==> config.mk <==
export PLATFORM = sky130hd
export DESIGN_NAME = rdar_ctrl
export DESIGN_NICKNAME = d
export VERILOG_FILES = /design/src/rtl/rdar_pkg.sv /design/src/rtl/rdar_ctrl.sv
export SDC_FILE = /design/constraint.sdc
export NUM_CORES = 1
export LEC_CHECK = 0
export BUFFER_PORTS_ARGS = -buffer_cell sky130_fd_sc_hd__buf_2
export CORE_MARGIN = 2
export CORE_UTILIZATION = 38
export DETAILED_ROUTE_END_ITERATION = 10
export PLACE_DENSITY = 0.73
export SYNTH_ARGS = -nofsm -noshare
export SYNTH_HDL_FRONTEND = slang
export SYNTH_SLANG_ARGS = --single-unit
==> constraint.sdc <==
create_clock -name clk -period 1.5 [get_ports clk]
set_input_delay 0.3 -clock clk [delete_from_list [all_inputs] [get_ports clk]]
set_output_delay 0.3 -clock clk [all_outputs]
set_load 0.02 [all_outputs]
==> src/rtl/rdar_pkg.sv <==
// Shared types and codes for the datagram ack and retransmit engine.
`timescale 1ns / 1ps
`default_nettype none
package rdar_pkg;

  localparam int SEQ_W  = 16;
  localparam int TIME_W = 32;

  // command codes
  localparam logic [1:0] CMD_RECV = 2'd0;
  localparam logic [1:0] CMD_SEND = 2'd1;
  localparam logic [1:0] CMD_TICK = 2'd2;

  // action codes
  localparam logic [1:0] ACT_NONE  = 2'd0;
  localparam logic [1:0] ACT_ACK   = 2'd1;
  localparam logic [1:0] ACT_XMIT  = 2'd2;
  localparam logic [1:0] ACT_RETX  = 2'd3;

  // configuration register indexes
  localparam logic CFG_REDELIVER = 1'b0;
  localparam logic CFG_CONN      = 1'b1;

  typedef struct packed {
    logic [1:0]        command;
    logic              is_ack;
    logic [SEQ_W-1:0]  sequence_req;
    logic [TIME_W-1:0] now_ms;
  } in_word_t;

  typedef struct packed {
    logic [1:0]       action;
    logic [SEQ_W-1:0] out_sequence;
    logic             deliver;
    logic             duplicate;
    logic             pending_full;
    logic             timed_out;
    logic             last_result;
  } out_word_t;

  // which result the output register takes
  typedef enum logic [1:0] {
    RES_ITEM,
    RES_NONE,
    RES_RETX_MID,
    RES_RETX_LAST
  } res_kind_t;

  typedef enum logic [3:0] {
    ST_IDLE,
    ST_DISPATCH,
    ST_SEEN_RD,
    ST_SEEN_CMP,
    ST_PEND_RD,
    ST_PEND_CMP,
    ST_SHIFT_RD,
    ST_SHIFT_WR,
    ST_TICK_RD,
    ST_TICK_CMP,
    ST_TICK_END,
    ST_EMIT
  } ctrl_state_t;

  typedef struct packed {
    logic      load;
    logic      seen_rd;
    logic      seen_inc;
    logic      seen_rec;
    logic      dup_set;
    logic      pend_rd;
    logic      pend_rd_next;
    logic      pend_inc;
    logic      pend_copy;
    logic      pend_dec;
    logic      pend_push;
    logic      restamp;
    logic      hold_load;
    logic      out_load;
    res_kind_t res;
  } ctrl_cmd_t;

  typedef struct packed {
    logic [1:0] command;
    logic       is_ack;
    logic       seen_end;
    logic       seen_match;
    logic       pend_end;
    logic       pend_match;
    logic       pend_last;
    logic       due;
    logic       hold_valid;
    logic       out_free;
  } dp_stat_t;

endpackage
`default_nettype wire

==> src/rtl/rdar_ctrl.sv <==
// Sequencing state machine for the datagram ack and retransmit engine.
`timescale 1ns / 1ps
`default_nettype none
module rdar_ctrl (
  input  logic               clk,
  input  logic               rst,
  input  logic               in_valid,
  output logic               in_stall,
  input  rdar_pkg::dp_stat_t stat,
  output rdar_pkg::ctrl_cmd_t cmd
);
  import rdar_pkg::*;

  ctrl_state_t state, state_next;

  // state register
  always_ff @(posedge clk) begin
    if (rst) begin
      state <= ST_IDLE;
    end else begin
      state <= state_next;
    end
  end

  // next state
  always_comb begin
    state_next = state;
    unique case (state)
      ST_IDLE: begin
        if (in_valid) state_next = ST_DISPATCH;
      end
      ST_DISPATCH: begin
        unique case (stat.command)
          CMD_RECV: state_next = stat.is_ack ? ST_PEND_RD : ST_SEEN_RD;
          CMD_TICK: state_next = ST_TICK_RD;
          default:  state_next = ST_EMIT;
        endcase
      end
      ST_SEEN_RD: begin
        state_next = stat.seen_end ? ST_EMIT : ST_SEEN_CMP;
      end
      ST_SEEN_CMP: begin
        state_next = stat.seen_match ? ST_EMIT : ST_SEEN_RD;
      end
      ST_PEND_RD: begin
        state_next = stat.pend_end ? ST_EMIT : ST_PEND_CMP;
      end
      ST_PEND_CMP: begin
        state_next = stat.pend_match ? ST_SHIFT_RD : ST_PEND_RD;
      end
      ST_SHIFT_RD: begin
        state_next = stat.pend_last ? ST_EMIT : ST_SHIFT_WR;
      end
      ST_SHIFT_WR: begin
        state_next = ST_SHIFT_RD;
      end
      ST_TICK_RD: begin
        state_next = stat.pend_end ? ST_TICK_END : ST_TICK_CMP;
      end
      ST_TICK_CMP: begin
        if (!(stat.due && stat.hold_valid && !stat.out_free)) state_next = ST_TICK_RD;
      end
      ST_TICK_END: begin
        if (stat.out_free) state_next = ST_IDLE;
      end
      ST_EMIT: begin
        if (stat.out_free) state_next = ST_IDLE;
      end
      default: state_next = ST_IDLE;
    endcase
  end

  // datapath commands
  always_comb begin
    cmd      = '0;
    cmd.res  = RES_ITEM;
    in_stall = (state != ST_IDLE);
    unique case (state)
      ST_IDLE: begin
        cmd.load = in_valid;
      end
      ST_DISPATCH: begin
        cmd.pend_push = (stat.command == CMD_SEND) && !stat.is_ack;
      end
      ST_SEEN_RD: begin
        cmd.seen_rd  = !stat.seen_end;
        cmd.seen_rec = stat.seen_end;
      end
      ST_SEEN_CMP: begin
        cmd.dup_set  = stat.seen_match;
        cmd.seen_inc = !stat.seen_match;
      end
      ST_PEND_RD: begin
        cmd.pend_rd = !stat.pend_end;
      end
      ST_PEND_CMP: begin
        cmd.pend_inc = !stat.pend_match;
      end
      ST_SHIFT_RD: begin
        cmd.pend_dec     = stat.pend_last;
        cmd.pend_rd      = !stat.pend_last;
        cmd.pend_rd_next = !stat.pend_last;
      end
      ST_SHIFT_WR: begin
        cmd.pend_copy = 1'b1;
        cmd.pend_inc  = 1'b1;
      end
      ST_TICK_RD: begin
        cmd.pend_rd = !stat.pend_end;
      end
      ST_TICK_CMP: begin
        if (!stat.due) begin
          cmd.pend_inc = 1'b1;
        end else if (!stat.hold_valid || stat.out_free) begin
          cmd.out_load  = stat.hold_valid;
          cmd.res       = RES_RETX_MID;
          cmd.restamp   = 1'b1;
          cmd.hold_load = 1'b1;
          cmd.pend_inc  = 1'b1;
        end
      end
      ST_TICK_END: begin
        cmd.out_load = stat.out_free;
        cmd.res      = stat.hold_valid ? RES_RETX_LAST : RES_NONE;
      end
      ST_EMIT: begin
        cmd.out_load = stat.out_free;
      end
      default: ;
    endcase
  end

endmodule
`default_nettype wire

==> flow_metrics.tcl <==
set metrics [dict create \
    finalWeightedCongestion 0.8177 \
    synth_area_per_cell_um2 6.603 \
    worstSetupPathType "reg -> out" \
    vias 967 \
    area_delta_synth_final_pct 121.7 \
    setup-tns-final_ns -4.607 \
    first_pass_iters 4 \
    seq_power_share 0.112 \
    path_clk_slew_ns 0.03 \
    place_inst 135 \
    io_buffers 30 \
    coreArea_um2 1318 \
    drive_gt1_frac 0.6593 \
    fin_crit_sh 1.277 \
    drt-wirelength-per-cell_um 19.67 \
    grt_antenna_before_repair 0 \
    fin_nets 151 \
    place_hpwl_um 1360 \
    synth_cells 83 \
    register_area_um2 87.58 \
    synth_top_cell_area_share 0.1461 \
    setup_violations 20 \
    worst_slack_ns -0.4150 \
    die_y_um 41.98 \
    cts-htree-levels 1 \
    p_switching_w 0.0008137 \
    rows 13 \
    reg_top3 "state: 4 flops" \
    min_to "state[2]" \
    rr_endpoint "state[0]" \
    clk_path_buf_depth 2 \
    final_cells 150 \
    drtAntennaViolNets 0 \
    cp_data_required_time_ns 1.20 \
    cp_max_fo 3 \
    largest_reg_flops 4 \
    synth_area_um2 548.0 \
    pwr-share-clk 0.072 \
    worstSkewPairLatency_ns 0.23 \
    p_comb_frac 0.816 \
    power_density_nw_per_um2 1486 \
    max_slew.worst_pin.slew_ns 0.4665 \
    switching_share 0.4507 \
    rsz0062_at_grt "yes" \
    worstHoldStart "rst" \
    violations "negative setup slack" \
    n_antenna_cell 0 \
    hold_depth 2 \
    drtIter0Drc 27 \
    skew_ns 0.006210 \
    end_kind "output pin" \
    reg2reg_setup_slack_ns -0.38 \
    maxCapViolCount 0 \
    cts.sink_count 4 \
    r2r_start "state[3]" \
    timing.fmax_mhz 522.2 \
    outcome "finished with violations" \
    grt_first_pass_wirelength_um 3505 \
    regMostFlops "state" \
    via_per_inst 6.447 \
    grt_max_degree 16 \
    synthFlopType "dfxtp_1" \
    synth_top_area_cell "dfxtp_1" \
    drc 0 \
    critPathSlowestCell "or3b_4" \
    hold-worst-slack_ns 0.2916 \
    cp_cell_sequence "or3b_4 -> or3_4 -> a21boi_4 -> buf_6" \
    slew_headroom 0.6861 \
    yosysWarnings 0 \
    ir_drop_uv 952.0 \
    period_minus_slack_ns 1.915 \
    leakage_nw 0.5542 \
    max_stage_delay_ns 0.40 \
    internal_power_w 0.0009916 \
    maxSlewViolCount 0 \
    cts_root_buf "clkbuf_4" \
    synth_nets 97 \
    cts_buffers 3 \
    hold_path_class "in -> reg" \
    seq_area_frac_synth 0.1461 \
    grt_pass1_vias 844 \
    yosysUniqueCellTypes 33 \
    track_usage 0.2580 \
    cp-start-kind "register" \
    multi_input_area_um2 591.8 \
    die_area_um2 1762 \
    ios 31 \
    async_flop_share 0 \
    reg2regPathDepth 6 \
    synth_area_leaders "dfxtp_1 15%, nor2_1 7.5%, nand3b_1 6.8%" \
    hold_viol 0 \
    synth_seq_cells 4 \
    wirelength_um 2951 \
    critPathArrivalTime_ns 1.61 \
    cts_tree "done" \
    dieWidth_um 41.98 \
    start_util 0.4160 \
    synth_edf_count 0 \
    fillers 49 \
    grt-ovfl-total 0 \
]
-- cell families after synthesis --
kind of cell	synth area share
AO/OA/AOI/OAI	0.2922
buffers and inverters	0.08219
flip-flops	0.1461
multiplexers	0.01827
AND/OR/NAND/NOR	0.4612
-- repair_timing --
item	in CTS	in global routing
hold buffers	0	0
pin swaps	6	11
gates resized for setup	37	30
endpoints found under the hold margin	0	0
setup buffers	5	8
endpoints found under the setup margin	20	20
-- layer usage --
metal,part of all wire,vias to the layer above,global-route usage,routed length [um]
met3,0.063,31,0.04741,185
met2,0.51,77,0.4438,1513
met4,0.074,0,0.2000,217
met5,0,-,0,0
met1,0.35,449,0.2742,1034
li1,-,410,-,-
-- power by group through the flow --
stage / registers, W / clock network [W] / logic, W
after global routing: 0.000202 / 0.000145 / 0.00154
after CTS: 0.000182 / 0.000131 / 0.00113
after detailed placement: 0.000173 / 0 / 0.000929
after global placement: 0.000170 / 0 / 0.000908
final: 0.000201 / 0.000131 / 0.00147
after floorplan: 0.000182 / 0 / 0.000570
-- layout make-up --
cell class                 count  area share
timing repair buffer          54      0.3862
clock buffer                   3     0.01854
multi-input combinational     68      0.4871
tap                           15     0.01545
sequential                     4     0.07209
inverter                       6     0.02060
-- worst max-delay path: cells and delay by family (launching register included) --
kind            cells  cell delay (ns)
flops               1             0.35
simple gates        2             0.77
buf+inv             1             0.13
compound gates      1             0.14
-- cell usage after synthesis, drive strengths merged, types with 2 or more instances --
cell type and n:
nor2 11, a21oi 6, inv 6, nand2 6
nand3b 5, and3 4, clkbuf 4, dfxtp 4
a21o 3, nor2b 3, nor3 3, o21ai 3
a31oi 2, nor4 2, o21a 2, o21bai 2
or4b 2
-- per-stage QoR --
step                cell area (um2)  setup slack, ns    util   power, W
finish                         1215          -0.4150  0.9221   0.001805
global route                   1215          -0.4439  0.9221   0.001890
CTS                            1049          -0.4020  0.7958   0.001446
detailed placement            869.6          -0.1982  0.6600   0.001102
global placement              869.6          -0.1795  0.6600   0.001078
floorplan                     620.6          -0.1468       -  0.0007518
-- placed cells by master, fill, tap and decap left out, types with 3 or more instances in the layout --
cell	count
buf_6	19
buf_4	18
buf_2	14
nor2_1	8
inv_1	5
nand2_1	5
nand3b_1	5
and3_4	4
a21oi_2	3
a21o_1	3
o21ai_0	3
clkbuf_4	3
dfxtp_2	3
-- worst max path at each step --
stage | slack (ns) | endpoint | cells past startpoint | from
global placement | -0.18 | cmd[2] | 4 | state[3]
CTS | -0.40 | cmd[2] | 4 | state[1]
global route | -0.44 | cmd[10] | 7 | state[3]
floorplan | -0.15 | cmd[2] | 3 | state[3]
finish | -0.41 | cmd[2] | 4 | state[3]
detailed placement | -0.20 | cmd[2] | 4 | state[3]
No activity file was read; power rests on OpenSTA's default activity.
